$ cat config.mk
export PLATFORM = sky130hd
export DESIGN_NAME = go_to_goal_proportional_steer_core
export DESIGN_NICKNAME = d
export VERILOG_FILES = /design/src/gtg_pkg.sv /design/src/gtg_ctrl.sv /design/src/gtg_dp.sv /design/src/go_to_goal_proportional_steer_core.sv
export SDC_FILE = /design/constraint.sdc
export NUM_CORES = 2
export LEC_CHECK = 0
export BUFFER_PORTS_ARGS = -buffer_cell sky130_fd_sc_hd__clkbuf_2
export CAP_MARGIN = 20
export CORE_UTILIZATION = 45
export DETAILED_ROUTE_END_ITERATION = 8
export GPL_TIMING_DRIVEN = 0
export PLACE_DENSITY_LB_ADDON = 0.08
export SETUP_SLACK_MARGIN = 0.1
export SLEW_MARGIN = 15
export SYNTH_ARGS = -nofsm -noshare
export SYNTH_HDL_FRONTEND = slang
export SYNTH_SLANG_ARGS = --single-unit
export TNS_END_PERCENT = 100
$ cat constraint.sdc
create_clock -name i_clk -period 23.4 [get_ports i_clk]
set_clock_uncertainty 0.05 [all_clocks]
set_input_delay 1.17 -clock i_clk [delete_from_list [all_inputs] [get_ports i_clk]]
set_output_delay 1.17 -clock i_clk [all_outputs]
set_load 0.01 [all_outputs]
$ cat src/gtg_pkg.sv
// Shared types and constants for the go-to-goal steering core.
package gtg_pkg;
    localparam logic [1:0] KIND_GOAL = 2'd0;
    localparam logic [1:0] KIND_POSE = 2'd1;
    localparam logic [1:0] KIND_TICK = 2'd2;

    localparam logic [2:0] ST_ACCEPTED = 3'd0;
    localparam logic [2:0] ST_REJECTED = 3'd1;
    localparam logic [2:0] ST_POSE     = 3'd2;
    localparam logic [2:0] ST_IDLE     = 3'd3;
    localparam logic [2:0] ST_DRIVING  = 3'd4;
    localparam logic [2:0] ST_REACHED  = 3'd5;

    localparam logic [1:0] REG_DIST_GAIN = 2'd0;
    localparam logic [1:0] REG_HEAD_GAIN = 2'd1;
    localparam logic [1:0] REG_THRESH    = 2'd2;

    // angle unit 2^-16 rad
    localparam int AW = 28;
    localparam logic signed [AW-1:0] ANG_PI      = 28'sd205887;
    localparam logic signed [AW-1:0] ANG_TWO_PI  = 28'sd411775;
    localparam logic signed [AW-1:0] ANG_HALF_PI = 28'sd102944;
    localparam logic [15:0] INV_GAIN = 16'd39797;
    // CORDIC vector width: 17-bit diff << 8, plus growth
    localparam int CW = 28;

    typedef enum logic [2:0] {
        t_IDLE_S, t_LOAD_S, t_ROT_S, t_SCALE_S, t_CMD_S, t_TURN_S, t_OUT_S
    } t_state;

    // controller to datapath
    typedef struct packed {
        logic take_in;
        logic load;
        logic rot;
        logic scale;
        logic cmd;
        logic turn;
        logic finish;
        logic push_out;
    } t_cmd;

    // datapath to controller
    typedef struct packed {
        logic out_full;
    } t_stat;

    function automatic logic signed [AW-1:0] atan_lut(input logic [4:0] i);
        logic signed [AW-1:0] r;
        begin
            case (i)
                5'd0: r = 28'sd51472;
                5'd1: r = 28'sd30386;
                5'd2: r = 28'sd16055;
                5'd3: r = 28'sd8150;
                5'd4: r = 28'sd4091;
                5'd5: r = 28'sd2047;
                5'd6: r = 28'sd1024;
                5'd7: r = 28'sd512;
                5'd8: r = 28'sd256;
                5'd9: r = 28'sd128;
                5'd10: r = 28'sd64;
                5'd11: r = 28'sd32;
                5'd12: r = 28'sd16;
                5'd13: r = 28'sd8;
                5'd14: r = 28'sd4;
                5'd15: r = 28'sd2;
                5'd16: r = 28'sd1;
                default: r = '0;
            endcase
            return r;
        end
    endfunction
endpackage

$ cat src/gtg_ctrl.sv
// Sequencer for the go-to-goal core: item intake, CORDIC loop, command math.
module gtg_ctrl #(
    parameter int CORDIC_STEPS = 16
) (
    input  logic           i_clk,
    input  logic           i_rst_n,
    input  logic           i_valid,
    input  logic [1:0]     i_kind,
    input  logic           i_tick_go,
    input  gtg_pkg::t_stat i_stat,
    output logic           o_ready,
    output gtg_pkg::t_cmd  o_cmd
);
    localparam int SW = $clog2(CORDIC_STEPS + 1);

    gtg_pkg::t_state r_state, n_state;
    logic [SW-1:0] r_step, n_step;

    always_ff @(posedge i_clk) begin
        if (!i_rst_n) begin
            r_state <= gtg_pkg::t_IDLE_S;
            r_step  <= '0;
        end else begin
            r_state <= n_state;
            r_step  <= n_step;
        end
    end

    // next state and commands
    always_comb begin
        n_state = r_state;
        n_step  = r_step;
        o_cmd   = '0;
        o_ready = 1'b0;
        unique case (r_state)
            gtg_pkg::t_IDLE_S: begin
                o_ready = !i_stat.out_full;
                if (i_valid && o_ready) begin
                    o_cmd.take_in = 1'b1;
                    if (i_kind == gtg_pkg::KIND_TICK && i_tick_go) begin
                        n_state = gtg_pkg::t_LOAD_S;
                    end else begin
                        o_cmd.push_out = 1'b1;
                    end
                end
            end
            gtg_pkg::t_LOAD_S: begin
                o_cmd.load = 1'b1;
                n_step = '0;
                n_state = gtg_pkg::t_ROT_S;
            end
            gtg_pkg::t_ROT_S: begin
                o_cmd.rot = 1'b1;
                n_step = r_step + 1'b1;
                if (r_step == SW'(CORDIC_STEPS - 1)) begin
                    n_state = gtg_pkg::t_SCALE_S;
                end
            end
            gtg_pkg::t_SCALE_S: begin
                o_cmd.scale = 1'b1;
                n_state = gtg_pkg::t_CMD_S;
            end
            gtg_pkg::t_CMD_S: begin
                o_cmd.cmd = 1'b1;
                n_state = gtg_pkg::t_TURN_S;
            end
            gtg_pkg::t_TURN_S: begin
                o_cmd.turn = 1'b1;
                n_state = gtg_pkg::t_OUT_S;
            end
            gtg_pkg::t_OUT_S: begin
                o_cmd.finish = 1'b1;
                o_cmd.push_out = 1'b1;
                n_state = gtg_pkg::t_IDLE_S;
            end
            default: n_state = gtg_pkg::t_IDLE_S;
        endcase
    end
endmodule

$ cat src/gtg_dp.sv
// Datapath: goal FIFO, pose registers, CORDIC, gains and output register.
module gtg_dp #(
    parameter int GOAL_DEPTH   = 16,
    parameter int CORDIC_STEPS = 16
) (
    input  logic               i_clk,
    input  logic               i_rst_n,
    input  gtg_pkg::t_cmd      i_cmd,
    input  logic [1:0]         i_kind,
    input  logic signed [15:0] i_goal_x,
    input  logic signed [15:0] i_goal_y,
    input  logic signed [15:0] i_pose_x,
    input  logic signed [15:0] i_pose_y,
    input  logic signed [15:0] i_pose_heading,
    input  logic [15:0]        i_dist_gain,
    input  logic [15:0]        i_head_gain,
    input  logic [14:0]        i_thresh,
    input  logic               i_out_ready,
    output logic               o_tick_go,
    output gtg_pkg::t_stat     o_stat,
    output logic               o_out_valid,
    output logic [2:0]         o_status,
    output logic signed [19:0] o_linear_speed,
    output logic signed [19:0] o_turn_rate,
    output logic [4:0]         o_goals_waiting
);
    localparam int AW = gtg_pkg::AW;
    localparam int CW = gtg_pkg::CW;
    localparam int PW = (GOAL_DEPTH > 1) ? $clog2(GOAL_DEPTH) : 1;
    localparam int QW = $clog2(GOAL_DEPTH + 1);
    localparam int SUMW = QW + 1;
    localparam int SW = $clog2(CORDIC_STEPS + 1);

    function automatic logic signed [19:0] sat20(input logic signed [49:0] v);
        if (v > 50'sd524287) return 20'sd524287;
        if (v < -50'sd524288) return -20'sd524288;
        return 20'(v);
    endfunction

    logic signed [15:0] r_mem_x [GOAL_DEPTH];
    logic signed [15:0] r_mem_y [GOAL_DEPTH];
    logic signed [15:0] r_gx, r_gy;
    logic [PW-1:0] r_head;
    logic [QW-1:0] r_count;
    logic signed [15:0] r_cx, r_cy, r_ch;
    logic r_seen;
    logic signed [CW-1:0] r_x, r_y;
    logic signed [AW-1:0] r_z;
    logic [SW-1:0] r_i;
    logic signed [47:0] r_prod;
    logic signed [33:0] r_dist;
    logic signed [AW-1:0] r_err;
    logic r_near;
    logic signed [19:0] r_lin;
    logic signed [47:0] r_tprod;
    logic r_out_valid;
    logic [2:0] r_status;
    logic signed [19:0] r_lin_o, r_turn_o;
    logic [4:0] r_gw;

    logic [PW-1:0] w_tail;
    logic [SUMW-1:0] w_sum;
    logic w_full;
    logic signed [16:0] w_dx, w_dy;
    logic signed [CW-1:0] w_xs, w_ys;

    assign w_full = (r_count == QW'(GOAL_DEPTH));
    // tail slot: head plus count, wrapped once by the depth
    assign w_sum = SUMW'(r_head) + SUMW'(r_count);
    always_comb begin
        if (w_sum >= SUMW'(GOAL_DEPTH))
            w_tail = PW'(w_sum - SUMW'(GOAL_DEPTH));
        else
            w_tail = PW'(w_sum);
    end
    assign o_tick_go = r_seen && (r_count != '0);
    assign o_stat.out_full = r_out_valid && !i_out_ready;
    assign w_dx = 17'(r_gx) - 17'(r_cx);
    assign w_dy = 17'(r_gy) - 17'(r_cy);
    assign w_xs = r_x >>> r_i;
    assign w_ys = r_y >>> r_i;

    // goal memory write and registered head read
    always_ff @(posedge i_clk) begin
        if (i_cmd.take_in && i_kind == gtg_pkg::KIND_GOAL && !w_full) begin
            r_mem_x[w_tail] <= i_goal_x;
            r_mem_y[w_tail] <= i_goal_y;
        end
        r_gx <= r_mem_x[r_head];
        r_gy <= r_mem_y[r_head];
    end

    // queue and pose state
    always_ff @(posedge i_clk) begin
        if (!i_rst_n) begin
            r_head  <= '0;
            r_count <= '0;
            r_cx    <= '0;
            r_cy    <= '0;
            r_ch    <= '0;
            r_seen  <= 1'b0;
        end else begin
            if (i_cmd.take_in && i_kind == gtg_pkg::KIND_GOAL && !w_full)
                r_count <= r_count + 1'b1;
            if (i_cmd.take_in && i_kind == gtg_pkg::KIND_POSE) begin
                r_cx   <= i_pose_x;
                r_cy   <= i_pose_y;
                r_ch   <= i_pose_heading;
                r_seen <= 1'b1;
            end
            if (i_cmd.finish && r_near) begin
                r_head  <= (r_head == PW'(GOAL_DEPTH - 1)) ? '0 : r_head + 1'b1;
                r_count <= r_count - 1'b1;
            end
        end
    end

    // CORDIC vectoring and command arithmetic
    always_ff @(posedge i_clk) begin
        if (i_cmd.load) begin
            r_i <= '0;
            if (w_dx < 0) begin
                if (w_dy >= 0) begin
                    r_x <= CW'(w_dy) <<< 8;
                    r_y <= -(CW'(w_dx) <<< 8);
                    r_z <= gtg_pkg::ANG_HALF_PI;
                end else begin
                    r_x <= -(CW'(w_dy) <<< 8);
                    r_y <= CW'(w_dx) <<< 8;
                    r_z <= -gtg_pkg::ANG_HALF_PI;
                end
            end else begin
                r_x <= CW'(w_dx) <<< 8;
                r_y <= CW'(w_dy) <<< 8;
                r_z <= '0;
            end
        end
        if (i_cmd.rot) begin
            r_i <= r_i + 1'b1;
            if (r_y >= 0) begin
                r_x <= r_x + w_ys;
                r_y <= r_y - w_xs;
                r_z <= r_z + gtg_pkg::atan_lut(5'(r_i));
            end else begin
                r_x <= r_x - w_ys;
                r_y <= r_y + w_xs;
                r_z <= r_z - gtg_pkg::atan_lut(5'(r_i));
            end
            if (r_i == SW'(CORDIC_STEPS - 1))
                r_prod <= 48'(r_x + ((r_y >= 0) ? w_ys : -w_ys))
                          * $signed({1'b0, gtg_pkg::INV_GAIN});
        end
        if (i_cmd.scale) begin
            r_dist <= 34'((r_prod >>> 16) + 48'sd128) >>> 8;
            r_err  <= r_z - (AW'(r_ch) <<< 3);
        end
        if (i_cmd.cmd) begin
            r_near <= r_dist <= $signed({19'd0, i_thresh});
            r_lin  <= sat20(50'((r_dist * $signed({1'b0, i_dist_gain}) + 51'sd2048) >>> 12));
            if (r_err > gtg_pkg::ANG_PI)       r_err <= r_err - gtg_pkg::ANG_TWO_PI;
            else if (r_err < -gtg_pkg::ANG_PI) r_err <= r_err + gtg_pkg::ANG_TWO_PI;
        end
        if (i_cmd.turn)
            r_tprod <= 48'(r_err) * $signed({1'b0, i_head_gain});
    end

    // output register
    always_ff @(posedge i_clk) begin
        if (!i_rst_n) begin
            r_out_valid <= 1'b0;
        end else if (i_cmd.push_out) begin
            r_out_valid <= 1'b1;
        end else if (i_out_ready) begin
            r_out_valid <= 1'b0;
        end
    end

    always_ff @(posedge i_clk) begin
        if (i_cmd.push_out) begin
            r_lin_o  <= '0;
            r_turn_o <= '0;
            if (i_cmd.finish) begin
                r_status <= r_near ? gtg_pkg::ST_REACHED : gtg_pkg::ST_DRIVING;
                r_gw     <= 5'(r_count - (r_near ? QW'(1) : QW'(0)));
                if (!r_near) begin
                    r_lin_o  <= r_lin;
                    r_turn_o <= sat20(50'((r_tprod + 48'sd16384) >>> 15));
                end
            end else begin
                r_gw <= 5'(r_count);
                case (i_kind)
                    gtg_pkg::KIND_GOAL: begin
                        r_status <= w_full ? gtg_pkg::ST_REJECTED : gtg_pkg::ST_ACCEPTED;
                        r_gw     <= 5'(r_count + (w_full ? QW'(0) : QW'(1)));
                    end
                    gtg_pkg::KIND_POSE: r_status <= gtg_pkg::ST_POSE;
                    default:            r_status <= gtg_pkg::ST_IDLE;
                endcase
            end
        end
    end

    assign o_out_valid     = r_out_valid;
    assign o_status        = r_status;
    assign o_linear_speed  = r_lin_o;
    assign o_turn_rate     = r_turn_o;
    assign o_goals_waiting = r_gw;
endmodule

$ cat src/go_to_goal_proportional_steer_core.sv
// Top level of the go-to-goal steering core: register port, controller, datapath.
//  channel | dir | handshake          | beat
//  input   | in  | i_valid / o_ready  | kind, goal x/y, pose x/y/heading
//  result  | out | o_valid / i_ready  | status, speeds, goals waiting
//  config  | in  | APB psel/penable   | gains, reach threshold
// Goal, pose and idle beats go from intake straight into the output register.
// A steering tick runs load, the one-step-per-cycle CORDIC loop, scale, command, turn and output.
// Synchronous active-low reset clears queue, pose flag and config to defaults.
// Input is held off while a result waits and the output register is still occupied.
module go_to_goal_proportional_steer_core #(
    parameter int GOAL_DEPTH   = 16,
    parameter int CORDIC_STEPS = 16
) (
    input  logic               i_clk,
    input  logic               i_rst_n,
    input  logic               i_valid,
    output logic               o_ready,
    input  logic [1:0]         i_kind,
    input  logic signed [15:0] i_goal_x,
    input  logic signed [15:0] i_goal_y,
    input  logic signed [15:0] i_pose_x,
    input  logic signed [15:0] i_pose_y,
    input  logic signed [15:0] i_pose_heading,
    output logic               o_valid,
    input  logic               i_ready,
    output logic [2:0]         o_status,
    output logic signed [19:0] o_linear_speed,
    output logic signed [19:0] o_turn_rate,
    output logic [4:0]         o_goals_waiting,
    input  logic               psel,
    input  logic               penable,
    input  logic               pwrite,
    input  logic [3:0]         paddr,
    input  logic [31:0]        pwdata,
    output logic [31:0]        prdata,
    output logic               pready
);
    logic [15:0] r_dist_gain, r_head_gain;
    logic [14:0] r_thresh;
    gtg_pkg::t_cmd  w_cmd;
    gtg_pkg::t_stat w_stat;
    logic w_tick_go;

    assign pready = 1'b1;

    // configuration registers
    always_ff @(posedge i_clk) begin
        if (!i_rst_n) begin
            r_dist_gain <= 16'd5120;
            r_head_gain <= 16'd10240;
            r_thresh    <= 15'd512;
        end else if (psel && penable && pwrite) begin
            unique case (paddr[3:2])
                gtg_pkg::REG_DIST_GAIN: r_dist_gain <= pwdata[15:0];
                gtg_pkg::REG_HEAD_GAIN: r_head_gain <= pwdata[15:0];
                gtg_pkg::REG_THRESH:    r_thresh    <= pwdata[14:0];
                default: ;
            endcase
        end
    end

    always_comb begin
        unique case (paddr[3:2])
            gtg_pkg::REG_DIST_GAIN: prdata = {16'd0, r_dist_gain};
            gtg_pkg::REG_HEAD_GAIN: prdata = {16'd0, r_head_gain};
            gtg_pkg::REG_THRESH:    prdata = {17'd0, r_thresh};
            default:                prdata = '0;
        endcase
    end

    gtg_ctrl #(.CORDIC_STEPS(CORDIC_STEPS)) u_ctrl (
        .i_clk(i_clk), .i_rst_n(i_rst_n), .i_valid(i_valid), .i_kind(i_kind),
        .i_tick_go(w_tick_go), .i_stat(w_stat), .o_ready(o_ready), .o_cmd(w_cmd)
    );

    gtg_dp #(.GOAL_DEPTH(GOAL_DEPTH), .CORDIC_STEPS(CORDIC_STEPS)) u_dp (
        .i_clk(i_clk), .i_rst_n(i_rst_n), .i_cmd(w_cmd), .i_kind(i_kind),
        .i_goal_x(i_goal_x), .i_goal_y(i_goal_y), .i_pose_x(i_pose_x),
        .i_pose_y(i_pose_y), .i_pose_heading(i_pose_heading),
        .i_dist_gain(r_dist_gain), .i_head_gain(r_head_gain), .i_thresh(r_thresh),
        .i_out_ready(i_ready), .o_tick_go(w_tick_go), .o_stat(w_stat),
        .o_out_valid(o_valid), .o_status(o_status), .o_linear_speed(o_linear_speed),
        .o_turn_rate(o_turn_rate), .o_goals_waiting(o_goals_waiting)
    );
endmodule

==> flow_summary.yaml <==
sta:
  setup_ws_ns: 7.64
  clock.fmax_ghz: 0.0635
  fin_crit_sh_pct: 67.3
  fin_setup_tns_ns: 0
  fin_crit_ns: 15.76
  hold_viol_final: 0
  worst_slew_pin_slew_ns: 1.15
  slew_violations: 0
  max-slew-margin-rel_pct: 23.0
  rsz0062_at_grt: "false"
  final-setup-viol-count: 0
clock_network:
  cts_buffers: 102
  cts_num_sinks: 941
  cts_tree: "yes"
  htree_num_levels: 3
  insertion_delay_ns: 0.77
  postCtsSetupRepairBufs: 0
  cts_hold_buf: 0
  clkTransAtPathRegs_ns: 0.06
  cts_resized: 0
  root_buffer: "clkbuf_16"
  cts_buffer_depth: 3
logic_synthesis:
  syn_avg_cell_area_um2: 10.5
  synthFlopType: "edfxtp_1"
  synthCells: 8676
  synth_area_um2: 91400
  yosys_warnings: 0
  synthArstFlopShare_pct: 0
  ys_seq_area_share_pct: 28.8
  synthDistinctLibCells: 84
  synth_edf_count: 751
  synth_seq_cells: 941
drt:
  vias_per_cell: 5.44
  drt_iter0_markers: 4833
  drcViolationCount: 4
  dr.pass1.iters: 8
  postRouteAntennaNets: 0
  wl_met2_mm: 124
  wl_met1_mm: 118
  wl_met3_mm: 15.1
  dr.max_layer_used: "met5"
  drt-total-wl_mm: 265
  via_count: 64200
  avgRoutedWirePerCell_um: 22.4
setup_path:
  end_kind: "register"
  cp.arrival_ns: 16.17
  path_max_fanout: 10
  crit_required_ns: 23.81
  path_class: "register to register"
  worstSetupStartpointType: "register"
  crit_slowest_cell: "a221oi_1"
  cpPeakStageDelay_ns: 0.85
flow_run:
  cap_violations: 0
grt:
  antenna_found_initial: 12
  track_usage_pct: 26.2
  grt_pass1_vias: 66500
  grt_max_degree: 54
  grt-ovfl-total: 0
  grt_pass1_wl_mm: 407
finish:
  final_common_cell: "inv_1"
  fin_util_pct: 49.7
  final_nets: 10900
  syn_to_final_growth_pct: 9.83
  drive_above_1_share_pct: 8.17
  mostFrequentLayoutCells: "inv_1, fa_1, nand2_1"
  final-instance-count-excl-fill: 11800
  n_fill_cell: 18700
pwr:
  seq_power_share_pct: 29.8
  pwr_density_cell_nw_per_um2: 65.6
  switching_share_pct: 36.8
  combPwrFrac_pct: 43.8
  p_sw_mw: 2.42
  peakVddDrop_uv: 139
  clockPowerShare_pct: 26.4
  leakagePower_nw: 41.9
  p_int_mw: 4.16
status:
  status: "complete, but fails checks"
  violations: "DRC"
place:
  dp_hpwl_mm: 212
  gp_congestion: 0.952
  io_buffers: 171
  placed_cells: 11600
  post-place-ws_ns: 7.92
floorplan:
  die-width_um: 453
  fp.dieH_um: 453
  start_util_pct: 45.2
  ios: 208
  die_area_um2: 205000
  rows: 165
  core_area_um2: 202000
worst_hold_path:
  hold_class: "register to register"
[routing by layer]
layer | vias to the layer above | track usage, %
met2 | 1926 | 42.5
met1 | 32500 | 36.9
met3 | 335 | 3.34
met4 | 4 | 7.54
met5 | - | 0
li1 | 29400 | -
[power groups by stage]
stage	sequential [mW]	combinational (mW)	clock, mW
after global placement	2.00	2.86	0
after detailed placement	2.00	2.91	0
after global routing	1.96	3.30	1.84
final	1.96	2.88	1.74
after CTS	1.96	2.94	1.78
after floorplan	2.00	2.10	0
[logic make-up (layout without fill, tap and decap cells)]
kind of cell	count (synthesis)	after routing	synth area share, %
AND/OR/NAND/NOR	2167	2167	11.3
buffers and inverters	1858	2276	7.75
adder cells (fa/ha/maj)	1779	1779	33.4
AO/OA/AOI/OAI	1212	1212	8.40
flip-flops	941	941	28.8
XOR/XNOR	412	412	3.95
multiplexers	305	305	6.40
other	2	34	0.00822
[area by class of cell]
| type | instances | area (µm²) | area share (%) |
|---|---|---|---|
| multi-input cells | 5901 | 58200 | 58.0 |
| flip-flops and latches | 941 | 26400 | 26.3 |
| inverters | 1470 | 5520 | 5.50 |
| well taps | 2672 | 3340 | 3.33 |
| clock buffers | 139 | 2920 | 2.91 |
| repair buffers | 225 | 1680 | 1.67 |
| plain buffers | 388 | 1570 | 1.56 |
| clock inverters | 54 | 722 | 0.719 |
| diodes | 8 | 20.0 | 0.0200 |
[critical path: cells and delay by family, from the launching register on]
family,cells,cell delay [ns]
compound gates,15,4.43
xor+xnor,4,0.94
fa+ha+maj,9,3.51
buf+inv,12,4.36
flops,1,0.32
simple gates,8,1.88
[registers in the layout (all words and copies together) (netlist names), 16 cells and up, named ones only]
| register | count |
|---|---|
| u_dp.r_mem_x | 256 |
| u_dp.r_mem_y | 256 |
| u_dp.r_tprod | 31 |
| u_dp.r_err | 28 |
| u_dp.r_x | 28 |
| u_dp.r_y | 28 |
| u_dp.r_z | 28 |
| u_dp.r_dist | 25 |
| u_dp.r_prod | 25 |
| u_dp.o_linear_speed | 20 |
| u_dp.o_turn_rate | 20 |
| u_dp.r_lin | 20 |
| r_dist_gain | 16 |
| r_head_gain | 16 |
| u_dp.r_ch | 16 |
| u_dp.r_cx | 16 |
| u_dp.r_cy | 16 |
| u_dp.r_gx | 16 |
| u_dp.r_gy | 16 |
[path summary, 6_finish.rpt]
check                 from              end  slack [ns]  cells after the start
min reg2reg  u_dp.r_ch[13]    u_dp.r_ch[13]        0.41                      2
min          u_dp.r_ch[13]    u_dp.r_ch[13]        0.41                      2
max reg2reg    u_dp.r_i[4]  u_dp.r_prod[47]        7.64                     48
max            u_dp.r_i[4]  u_dp.r_prod[47]        7.64                     48
[per-stage QoR]
| step | hold slack [ns] | total power, mW | area, µm² |
|---|---|---|---|
| after detailed placement | 0.408 | 4.91 | 96500 |
| after floorplan | 0.391 | 4.10 | 91400 |
| final | 0.413 | 6.58 | 100000 |
| after CTS | 0.416 | 6.67 | 100000 |
| after global routing | 0.430 | 7.10 | 100000 |
| after global placement | 0.403 | 4.86 | 95600 |
[cell usage after synthesis (27+ instances only)]
master | n | area [µm²]
a31oi_1 | 32 | 200
nor3_1 | 80 | 400
o31ai_1 | 27 | 203
a21boi_0 | 110 | 826
and3_1 | 54 | 338
xnor2_1 | 255 | 2230
nand3_1 | 98 | 490
and2_1 | 428 | 2680
a21o_1 | 86 | 646
mux2i_1 | 52 | 521
o21ai_0 | 314 | 1570
buf_1 | 36 | 135
a211oi_1 | 33 | 248
nand2b_1 | 47 | 294
fa_1 | 1098 | 22000
mux4_2 | 220 | 4950
clkbuf_1 | 317 | 1190
o21a_1 | 67 | 503
nand4_1 | 39 | 244
mux2_2 | 33 | 372
nand2_1 | 964 | 3620
xor2_1 | 157 | 1380
a21oi_1 | 306 | 1530
nor2b_1 | 51 | 319
inv_1 | 1468 | 5510
edfxtp_1 | 751 | 22600
o211ai_1 | 37 | 278
dfxtp_1 | 190 | 3800
or3_1 | 32 | 200
nor2_1 | 299 | 1120
ha_1 | 681 | 8520
Note: power is estimated with default switching activity, not from simulation.
